==> src/rtl/bsa_pkg.sv <==
`default_nettype none

package bsa_pkg;

    // Block dimensions.
    localparam int CUSTOMERS  = 5;
    localparam int RESOURCES  = 4;
    localparam int COUNT_BITS = 8;

    // Configuration register file: one maximum-claim word per customer slot,
    // then the total-units word.
    localparam int MAX_REGS      = 5;
    localparam int MAX_IDX_BITS  = 3;
    localparam int CFG_IDX_BITS  = 3;

    // Customer index, finished counter and wide accumulator widths.
    localparam int CIDX_BITS = (CUSTOMERS > 1) ? $clog2(CUSTOMERS) : 1;
    localparam int CNT_BITS  = $clog2(CUSTOMERS + 1);
    localparam int SUM_RAW   = COUNT_BITS + $clog2(CUSTOMERS + 1);
    localparam int SUM_BITS  = (SUM_RAW > 8) ? SUM_RAW : 9;

    typedef logic [COUNT_BITS-1:0]                 t_count;
    typedef logic [SUM_BITS-1:0]                   t_wide;
    typedef logic [RESOURCES-1:0][COUNT_BITS-1:0]  t_row;
    typedef logic [RESOURCES-1:0][SUM_BITS-1:0]    t_work;
    typedef logic [RESOURCES-1:0][7:0]             t_amts;

    typedef enum logic [2:0] {
        ST_GRANTED      = 3'd0,
        ST_RELEASED     = 3'd1,
        ST_BAD_CUSTOMER = 3'd2,
        ST_OVER_NEED    = 3'd3,
        ST_OVER_AVAIL   = 3'd4,
        ST_UNSAFE       = 3'd5,
        ST_OVER_ALLOC   = 3'd6
    } t_status;

    typedef enum logic [2:0] {
        S_IDLE,
        S_CHECK,
        S_SAFE,
        S_COMMIT,
        S_DONE
    } t_state;

    typedef enum logic [CFG_IDX_BITS-1:0] {
        CFG_MAX_0 = 3'd0,
        CFG_MAX_1 = 3'd1,
        CFG_MAX_2 = 3'd2,
        CFG_MAX_3 = 3'd3,
        CFG_MAX_4 = 3'd4,
        CFG_TOTAL = 3'd5
    } t_cfg_index;

    // Result of evaluating one allocation row against the current item.
    typedef struct packed {
        logic fits;
        logic over_need;
        logic over_alloc;
    } t_row_flags;

    // One 8-bit lane of a packed configuration word, cut to the count width.
    function automatic t_count lane(input logic [31:0] word, input int r);
        logic [15:0] b;
        b = {8'd0, word[8*r +: 8]};
        return b[COUNT_BITS-1:0];
    endfunction

endpackage

`default_nettype wire

==> src/rtl/bsa_row_unit.sv <==
`default_nettype none

// Evaluates one allocation row per cycle: need, bound checks against the
// item amounts, the fit test against the work vector and the next work vector.
module bsa_row_unit import bsa_pkg::*; (
    input  wire t_row       i_row,
    input  wire [31:0]      i_max,
    input  wire t_amts      i_amt,
    input  wire             i_is_cust,
    input  wire t_work      i_work,
    output t_row_flags      o_flags,
    output t_work           o_work_next
);

    always_comb begin
        t_count m;
        t_count need;
        t_wide  need_w;
        t_wide  alloc_w;
        t_wide  amt_w;
        t_wide  nd;
        o_flags     = '{fits: 1'b1, over_need: 1'b0, over_alloc: 1'b0};
        o_work_next = '0;
        for (int r = 0; r < RESOURCES; r++) begin
            m       = lane(i_max, r);
            need    = (i_row[r] >= m) ? '0 : t_count'(m - i_row[r]);
            need_w  = t_wide'(need);
            alloc_w = t_wide'(i_row[r]);
            amt_w   = t_wide'(i_amt[r]);
            if (amt_w > need_w) begin
                o_flags.over_need = 1'b1;
            end
            if (amt_w > alloc_w) begin
                o_flags.over_alloc = 1'b1;
            end
            // The requesting customer is tested as if the request were granted.
            nd = i_is_cust ? t_wide'(need_w - amt_w) : need_w;
            if (i_work[r] < nd) begin
                o_flags.fits = 1'b0;
            end
            o_work_next[r] = t_wide'(i_work[r] + alloc_w + (i_is_cust ? amt_w : t_wide'(0)));
        end
    end

endmodule

`default_nettype wire

==> src/rtl/bankers_safety_allocator_top.sv <==
`default_nettype none

// Banker's-algorithm resource allocator. Each input transfer is a request
// (tuser 0) or a release (tuser 1) of four resource amounts for one customer,
// and each one yields exactly one result transfer carrying a status code, the
// number of customers the safety check finished and the available units of
// every resource after the step. Maximum claims and the resource totals are
// written through the configuration channel, only while the block is idle: the
// user is bound to this, and the block itself does not enforce it; writes to
// indexes past the total-units register are ignored. The allocation matrix is
// held in flip-flops and cleared by reset, and per-resource column sums are
// kept alongside it so that available units are always at hand. An item goes
// through the need, available and allocation checks, then for requests that
// pass them a safety scan that tests one allocation row per cycle in a single
// shared row unit, restarting from customer 0 after every finished customer,
// then a commit step for a grant and the load of the output register once it
// is free. A new item can be accepted in the cycle after its predecessor's
// result is loaded. The input side is ready only while no item is in work; a
// finished result may wait in the output register while the next item is
// accepted and processed, and a result that finds the output register still
// full waits until it drains.
module bankers_safety_allocator_top import bsa_pkg::*; (
    input  wire         i_clk,
    input  wire         i_rst_n,
    // Configuration write channel.
    input  wire         i_cfg_valid,
    output logic        o_cfg_ready,
    input  wire [2:0]   i_cfg_index,
    input  wire [31:0]  i_cfg_data,
    // Item input.
    input  wire         i_s_axis_tvalid,
    output logic        o_s_axis_tready,
    input  wire [39:0]  i_s_axis_tdata,   // customer[2:0], amount_0..amount_3, zero pad
    input  wire         i_s_axis_tuser,   // action
    // Result output.
    output logic        o_m_axis_tvalid,
    input  wire         i_m_axis_tready,
    output logic [39:0] o_m_axis_tdata,   // finished_count[2:0], avail_0..avail_3, zero pad
    output logic [2:0]  o_m_axis_tuser    // status
);

    // Configuration registers.
    logic [31:0] r_max [MAX_REGS];
    logic [31:0] r_total;

    // Allocation matrix and its column sums.
    t_row  r_alloc [CUSTOMERS];
    t_row  n_alloc [CUSTOMERS];
    t_work r_sum, n_sum;

    // Sequencer.
    t_state                 r_state, n_state;
    logic [CIDX_BITS-1:0]   r_idx, n_idx;
    logic [CIDX_BITS-1:0]   r_cust, n_cust;
    logic                   r_cust_ok, n_cust_ok;
    logic                   r_action, n_action;
    logic [CUSTOMERS-1:0]   r_done, n_done;
    logic [CNT_BITS-1:0]    r_count, n_count;
    t_status                r_status, n_status;
    logic                   r_out_valid, n_out_valid;

    // Payload.
    t_amts       r_amt, n_amt;
    t_work       r_work, n_work;
    t_status     r_out_status, n_out_status;
    logic [2:0]  r_out_fin, n_out_fin;
    logic [3:0][7:0] r_out_avail, n_out_avail;

    // Shared row unit connections.
    t_row       row_rd;
    logic [31:0] max_rd;
    t_row_flags flags;
    t_work      work_next;
    t_work      avail;
    logic       in_xfer;
    logic       load_out;

    assign o_cfg_ready     = 1'b1;
    assign o_s_axis_tready = (r_state == S_IDLE);
    assign in_xfer         = i_s_axis_tvalid && o_s_axis_tready;

    // Configuration writes.
    always_ff @(posedge i_clk) begin
        if (!i_rst_n) begin
            for (int c = 0; c < MAX_REGS; c++) begin
                r_max[c] <= '0;
            end
            r_total <= '0;
        end else if (i_cfg_valid) begin
            unique case (t_cfg_index'(i_cfg_index))
                CFG_MAX_0: r_max[0] <= i_cfg_data;
                CFG_MAX_1: r_max[1] <= i_cfg_data;
                CFG_MAX_2: r_max[2] <= i_cfg_data;
                CFG_MAX_3: r_max[3] <= i_cfg_data;
                CFG_MAX_4: r_max[4] <= i_cfg_data;
                CFG_TOTAL: r_total  <= i_cfg_data;
                default: begin
                end
            endcase
        end
    end

    // Available units: total minus the column sum, saturating at zero.
    always_comb begin
        t_wide t;
        for (int r = 0; r < RESOURCES; r++) begin
            t        = t_wide'(lane(r_total, r));
            avail[r] = (r_sum[r] >= t) ? '0 : t_wide'(t - r_sum[r]);
        end
    end

    // The single row read port, addressed by the sequencer index.
    assign row_rd = (int'(r_idx) < CUSTOMERS) ? r_alloc[r_idx] : '0;
    assign max_rd = (int'(r_idx) < MAX_REGS) ? r_max[MAX_IDX_BITS'(r_idx)] : '0;

    bsa_row_unit u_row (
        .i_row       (row_rd),
        .i_max       (max_rd),
        .i_amt       (r_amt),
        .i_is_cust   (r_idx == r_cust),
        .i_work      (r_work),
        .o_flags     (flags),
        .o_work_next (work_next)
    );

    // Sequencer: next state and datapath updates.
    always_comb begin
        logic over_avail;
        n_state      = r_state;
        n_idx        = r_idx;
        n_cust       = r_cust;
        n_cust_ok    = r_cust_ok;
        n_action     = r_action;
        n_done       = r_done;
        n_count      = r_count;
        n_status     = r_status;
        n_alloc      = r_alloc;
        n_sum        = r_sum;
        n_amt        = r_amt;
        n_work       = r_work;
        n_out_status = r_out_status;
        n_out_fin    = r_out_fin;
        n_out_avail  = r_out_avail;
        load_out     = 1'b0;
        over_avail   = 1'b0;
        for (int r = 0; r < RESOURCES; r++) begin
            if (t_wide'(r_amt[r]) > avail[r]) begin
                over_avail = 1'b1;
            end
        end

        unique case (r_state)
            S_IDLE: begin
                if (in_xfer) begin
                    n_cust_ok = (i_s_axis_tdata[2:0] < CUSTOMERS);
                    n_cust    = CIDX_BITS'(i_s_axis_tdata[2:0]);
                    n_idx     = CIDX_BITS'(i_s_axis_tdata[2:0]);
                    n_action  = i_s_axis_tuser;
                    for (int r = 0; r < RESOURCES; r++) begin
                        n_amt[r] = i_s_axis_tdata[3 + 8*r +: 8];
                    end
                    n_state = S_CHECK;
                end
            end
            S_CHECK: begin
                n_count = '0;
                n_state = S_DONE;
                if (!r_cust_ok) begin
                    n_status = ST_BAD_CUSTOMER;
                end else if (r_action) begin
                    if (flags.over_alloc) begin
                        n_status = ST_OVER_ALLOC;
                    end else begin
                        n_status = ST_RELEASED;
                        for (int r = 0; r < RESOURCES; r++) begin
                            n_alloc[r_idx][r] = t_count'(row_rd[r] - t_count'(r_amt[r]));
                            n_sum[r]          = t_wide'(r_sum[r] - t_wide'(r_amt[r]));
                        end
                    end
                end else if (flags.over_need) begin
                    n_status = ST_OVER_NEED;
                end else if (over_avail) begin
                    n_status = ST_OVER_AVAIL;
                end else begin
                    // Work vector starts at available minus the tentative grant.
                    for (int r = 0; r < RESOURCES; r++) begin
                        n_work[r] = t_wide'(avail[r] - t_wide'(r_amt[r]));
                    end
                    n_done  = '0;
                    n_idx   = '0;
                    n_state = S_SAFE;
                end
            end
            S_SAFE: begin
                if (!r_done[r_idx] && flags.fits) begin
                    n_work         = work_next;
                    n_done[r_idx]  = 1'b1;
                    n_count        = r_count + CNT_BITS'(1);
                    if (int'(r_count) + 1 == CUSTOMERS) begin
                        n_status = ST_GRANTED;
                        n_idx    = r_cust;
                        n_state  = S_COMMIT;
                    end else begin
                        n_idx = '0;
                    end
                end else if (int'(r_idx) == CUSTOMERS - 1) begin
                    // A whole pass found nobody who can finish.
                    n_status = ST_UNSAFE;
                    n_state  = S_DONE;
                end else begin
                    n_idx = r_idx + CIDX_BITS'(1);
                end
            end
            S_COMMIT: begin
                for (int r = 0; r < RESOURCES; r++) begin
                    n_alloc[r_idx][r] = t_count'(row_rd[r] + t_count'(r_amt[r]));
                    n_sum[r]          = t_wide'(r_sum[r] + t_wide'(r_amt[r]));
                end
                n_state = S_DONE;
            end
            S_DONE: begin
                if (!r_out_valid || i_m_axis_tready) begin
                    load_out     = 1'b1;
                    n_out_status = r_status;
                    n_out_fin    = 3'(r_count);
                    for (int r = 0; r < 4; r++) begin
                        n_out_avail[r] = (r < RESOURCES) ? 8'(avail[r]) : 8'd0;
                    end
                    n_state = S_IDLE;
                end
            end
            default: begin
                n_state = S_IDLE;
            end
        endcase

        if (load_out) begin
            n_out_valid = 1'b1;
        end else if (i_m_axis_tready) begin
            n_out_valid = 1'b0;
        end else begin
            n_out_valid = r_out_valid;
        end
    end

    // Control state and the allocation matrix.
    always_ff @(posedge i_clk) begin
        if (!i_rst_n) begin
            r_state     <= S_IDLE;
            r_idx       <= '0;
            r_cust      <= '0;
            r_cust_ok   <= 1'b0;
            r_action    <= 1'b0;
            r_done      <= '0;
            r_count     <= '0;
            r_status    <= ST_GRANTED;
            r_out_valid <= 1'b0;
            r_sum       <= '0;
            for (int c = 0; c < CUSTOMERS; c++) begin
                r_alloc[c] <= '0;
            end
        end else begin
            r_state     <= n_state;
            r_idx       <= n_idx;
            r_cust      <= n_cust;
            r_cust_ok   <= n_cust_ok;
            r_action    <= n_action;
            r_done      <= n_done;
            r_count     <= n_count;
            r_status    <= n_status;
            r_out_valid <= n_out_valid;
            r_sum       <= n_sum;
            r_alloc     <= n_alloc;
        end
    end

    // Payload registers.
    always_ff @(posedge i_clk) begin
        r_amt        <= n_amt;
        r_work       <= n_work;
        r_out_status <= n_out_status;
        r_out_fin    <= n_out_fin;
        r_out_avail  <= n_out_avail;
    end

    assign o_m_axis_tvalid = r_out_valid;
    assign o_m_axis_tuser  = r_out_status;
    assign o_m_axis_tdata  = {5'd0, r_out_avail[3], r_out_avail[2], r_out_avail[1],
                              r_out_avail[0], r_out_fin};

    // The finished counter tracks the set of finished customers during the scan.
    a_count_matches_done: assert property (@(posedge i_clk) disable iff (!i_rst_n)
        r_state == S_SAFE |-> $countones(r_done) == int'(r_count))
        else $error("finished count differs from finished set");

    a_scan_bound: assert property (@(posedge i_clk) disable iff (!i_rst_n)
        r_state == S_SAFE |-> int'(r_idx) < CUSTOMERS)
        else $error("safety scan index out of range");

    a_grant_full: assert property (@(posedge i_clk) disable iff (!i_rst_n)
        r_out_valid && r_out_status == ST_GRANTED |-> int'(r_out_fin) == (CUSTOMERS % 8))
        else $error("grant reported without all customers finished");

    a_unsafe_short: assert property (@(posedge i_clk) disable iff (!i_rst_n)
        r_out_valid && r_out_status == ST_UNSAFE |-> int'(r_out_fin) < CUSTOMERS)
        else $error("unsafe reported with all customers finished");

    a_accept_to_check: assert property (@(posedge i_clk) disable iff (!i_rst_n)
        in_xfer |=> r_state == S_CHECK)
        else $error("accepted item did not enter the check step");

endmodule

`default_nettype wire

==> config.mk <==
export PLATFORM = sky130hd
export DESIGN_NAME = bankers_safety_allocator_top
export DESIGN_NICKNAME = d
export VERILOG_FILES = /design/src/rtl/bsa_pkg.sv /design/src/rtl/bsa_row_unit.sv /design/src/rtl/bankers_safety_allocator_top.sv
export SDC_FILE = /design/constraint.sdc
export NUM_CORES = 2
export LEC_CHECK = 0
export ABC_AREA = 1
export BUFFER_PORTS_ARGS = -buffer_cell sky130_fd_sc_hd__buf_2
export CORE_ASPECT_RATIO = 2
export CORE_MARGIN = 2
export CORE_UTILIZATION = 62
export DETAILED_ROUTE_END_ITERATION = 10
export PLACE_DENSITY = 0.81
export SLEW_MARGIN = 15
export SYNTH_ARGS = -nofsm -noshare
export SYNTH_HDL_FRONTEND = slang
export SYNTH_SLANG_ARGS = --single-unit
==> constraint.sdc <==
create_clock -name i_clk -period 11.2 [get_ports i_clk]
set_clock_uncertainty 0.15 [all_clocks]
set_input_delay 2.24 -clock i_clk [delete_from_list [all_inputs] [get_ports i_clk]]
set_output_delay 2.24 -clock i_clk [all_outputs]
set_load 0.02 [all_outputs]
==> flow_summary_export.csv <==
group,metric,value,unit
cts,insertion_delay,0.60,ns
cts,ctsHoldBuffers,0,
cells_and_area,drive_above_1_share,0.07145,
routing,antenna_left,0,
cells_and_area,fillers,4649,
grt,track_usage,0.3354,
cts,cts.sinks,536,
setup_path,path_class,"flip-flop to flip-flop",
setup_path,worst_setup_path_start_kind,"flip-flop",
logic_synthesis,syn_area,34540,um^2
sta,rsz0062_at_grt,"no",
sta,slew_headroom,0.1928,
logic_synthesis,ys_async_sr_fraction,0,
sta,fin_tns_setup,0,ns
cells_and_area,nets,4726,
setup_path,required,11.30,ns
logic_synthesis,synth_top_family_by_area,"simple AND/OR/NAND/NOR gates",
logic_synthesis,ys_seq_area_frac,0.3900,
power,p_leak,16.81,nW
routing,drt_wl_total,97250,um
setup_path,crit_path_max_fanout,26,
placement,pre_cts_ws,2.381,ns
sta,setup_ws,2.117,ns
floorplan,num_io_pins,127,
logic_synthesis,synthAdderAreaFrac,0.1476,
status,status,"finished, final reports clean",
floorplan,die-area,57730,um^2
routing,viasPerCell,5.900,
cts,cts_tree,"built",
logic_synthesis,synth.distinct_cells,67,
routing,drc_errors,0,
grt,grt_max_degree,105,
cts,h-tree-depth,2,
sta,finalHoldViolCount,0,
floorplan,die_y,337.8,um
grt,grt_pass1_vias,29450,
grt,grt_overflow,0,
setup_path,crit_path_max_incr_delay,0.75,ns
setup_path,arrival,9.18,ns
setup_path,cp.buffers_inverters,10,
floorplan,start_util,0.6251,
logic_synthesis,syn_avg_cell_area,8.172,um^2
setup_path,path_delay_family,"simple AND/OR/NAND/NOR gates",
sta,period_needed,9.083,ns
cells_and_area,insertedDiodeCount,0,
sta,post-route-period-util,0.8110,
logic_synthesis,synth_ff_type,"edfxtp_1",
logic_synthesis,synth_top_area_share,0.2382,
routing,via_count,29830,
routing,wire_per_inst,19.24,um
grt,grt_pass1_wl,149900,um
power,total_power,11.26,mW
setup_path,cp-end-kind,"flip-flop",
cts,cts_post_setup_buffers_inserted,0,
setup_path,crit_top_cell,"nand2_1",
hold_path,min_path_type,"flip-flop to flip-flop",
logic_synthesis,muxShareOfSynthArea,0.01130,
sta,fmax,0.1101,GHz
logic_synthesis,yosys.area_share.simple,0.1688,
cts,cts_buffer_depth,3,
placement,port_buffers,115,
logic_synthesis,synth.area.top_cells,"edfxtp_1 (24%), dfxtp_1 (15%), ha_1 (11%), nor2_1 (7.1%), o21ai_0 (6.9%)",
routing,firstDrtPassIters,6,
power,p_per_area,301.9,nW/um^2
logic_synthesis,synth_edf_count,274,
sta,finalSetupViolCount,0,
logic_synthesis,ys_ff_latch,536,
logic_synthesis,syn_inst,4227,
grt,antenna_found_initial,1,
logic_synthesis,synthXorXnorAreaFrac,0.03651,
cts,clk_pin_slew,0.07,ns
routing,drt_iter0_markers,2220,
cells_and_area,final_util,0.6752,
logic_synthesis,synth-compound-area-share,0.1656,
cts,cts_root_buf,"clkbuf_16",
sta,worst_slew_pin_slew,1.203,ns
cts,cts_buffers,47,
job,maxCapViolCount,0,
logic_synthesis,yosysWarnings,0,
floorplan,die_w,170.9,um
sta,drv_slew,0,
power,peakVddDrop,0.1681,mV
placement,hpwl,70580,um
setup_path,critPathSlowestCell,"inv_1",
floorplan,row_count,122,
logic_synthesis,synth_top_area_cell,"edfxtp_1",
cells_and_area,syn_to_final_growth,8.008,%
cts,cts_resized,0,
floorplan,coreArea,55260,um^2
placement,routabilityCongestion,0.9702,
path summary, 6_finish.rpt:
kind / startpoint / end / slack (ns) / depth (start not counted)
setup / recovery: r_idx[0] / r_work[3] / 2.12 / 43
hold / removal: r_status[2] / o_m_axis_tuser[2] / 0.29 / 0
setup reg to reg: r_idx[0] / r_work[3] / 2.12 / 43
hold reg to reg: r_status[2] / o_m_axis_tuser[2] / 0.29 / 0
stage by stage:
step,instance area (um^2),hold WS (ns),cells
global placement,35670,0.2681,4969
floorplan,34560,0.2582,4231
CTS,37310,0.2903,5055
finish,37310,0.2928,5055
global route,37310,0.3142,5055
detailed placement,35670,0.2704,4969
layout make-up:
| class | count | area, um^2 | area share |
|---|---|---|---|
| clock buffer | 67 | 1445 | 0.03873 |
| clock inverter | 19 | 191.4 | 0.005131 |
| inverter | 540 | 2032 | 0.05446 |
| multi-input combinational | 3000 | 18400 | 0.4931 |
| sequential | 536 | 13480 | 0.3612 |
| tap | 744 | 930.9 | 0.02495 |
| timing repair buffer | 149 | 837.1 | 0.02244 |
cell families after synthesis:
logic type / Yosys count
and+or+nand+nor: 1410
AOI/OAI and AO/OA: 1030
buffers and inverters: 695
DFF: 536
adders and majority gates: 371
xor gates and xnor gates: 144
muxes: 39
other: 2
synthesized netlist by cell type, types with 12 or more instances:
| master | count |
|---|---|
| a21oi_1 | 342 |
| o221ai_1 | 34 |
| clkbuf_1 | 99 |
| inv_1 | 518 |
| xor2_1 | 104 |
| nand3_1 | 85 |
| fa_1 | 61 |
| nor2_1 | 649 |
| o21ai_0 | 478 |
| edfxtp_1 | 274 |
| o22ai_1 | 16 |
| a21o_1 | 13 |
| dfxtp_1 | 262 |
| buf_2 | 20 |
| buf_4 | 13 |
| mux2i_1 | 39 |
| a31oi_1 | 18 |
| o211ai_1 | 12 |
| xnor2_1 | 40 |
| nor3_1 | 48 |
| inv_2 | 14 |
| o31ai_1 | 13 |
| nand2_1 | 540 |
| o21bai_1 | 20 |
| nand4_1 | 18 |
| ha_1 | 310 |
| a221oi_1 | 28 |
layer usage:
metal  up-vias  share of wire  GRT usage
li1      14290              -          -
met1     14000           0.36     0.3502
met2      1141           0.51     0.6181
met3       400          0.056    0.04121
met4         0          0.076     0.2322
met5         -              0          0
flip-flops by register name, summed over array words and instances, names as in the netlist, 5 cells and up, named ones only:
| register | flops |
|---|---|
| r_max | 160 |
| r_total | 32 |
| o_m_axis_tdata | 32 |
| r_done | 5 |
| r_work | 44 |
| r_sum | 44 |
| r_amt | 32 |
| r_alloc | 160 |
worst reg2reg max path: cells and delay by family (launching register included):
family	cells	cell delay (ns)
simple gates	21	2.97
flops	1	0.47
fa+ha+maj	4	1.14
compound gates	7	1.65
xor+xnor	1	0.08
buf+inv	10	2.24
power by group:
group	switching, mW	internal [mW]	total, mW	leakage (nW)
Sequential	0.245	2.42	2.67	4.73
Combinational	4.48	2.39	6.88	11.3
Clock	0.769	0.953	1.72	0.804
cells in the final DEF, fill, tap and decap left out, drive strengths merged, types with 8 or more instances in the layout:
| cell type | instances |
|---|---|
| nor2 | 657 |
| nand2 | 557 |
| o221ai | 34 |
| clkinv | 19 |
| a221oi | 28 |
| a22oi | 10 |
| xnor2 | 40 |
| a21oi | 342 |
| clkbuf | 67 |
| a31oi | 18 |
| nor3 | 51 |
| and2 | 8 |
| buf | 149 |
| xor2 | 104 |
| ha | 310 |
| fa | 61 |
| inv | 535 |
| mux2i | 39 |
| nand4 | 21 |
| nand3 | 89 |
| o211ai | 12 |
| o31ai | 14 |
| o22ai | 16 |
| a21o | 13 |
| o21ai | 493 |
| edfxtp | 274 |
| or2 | 9 |
| dfxtp | 262 |
| o21bai | 20 |
No activity file was read; power rests on OpenSTA's default activity.
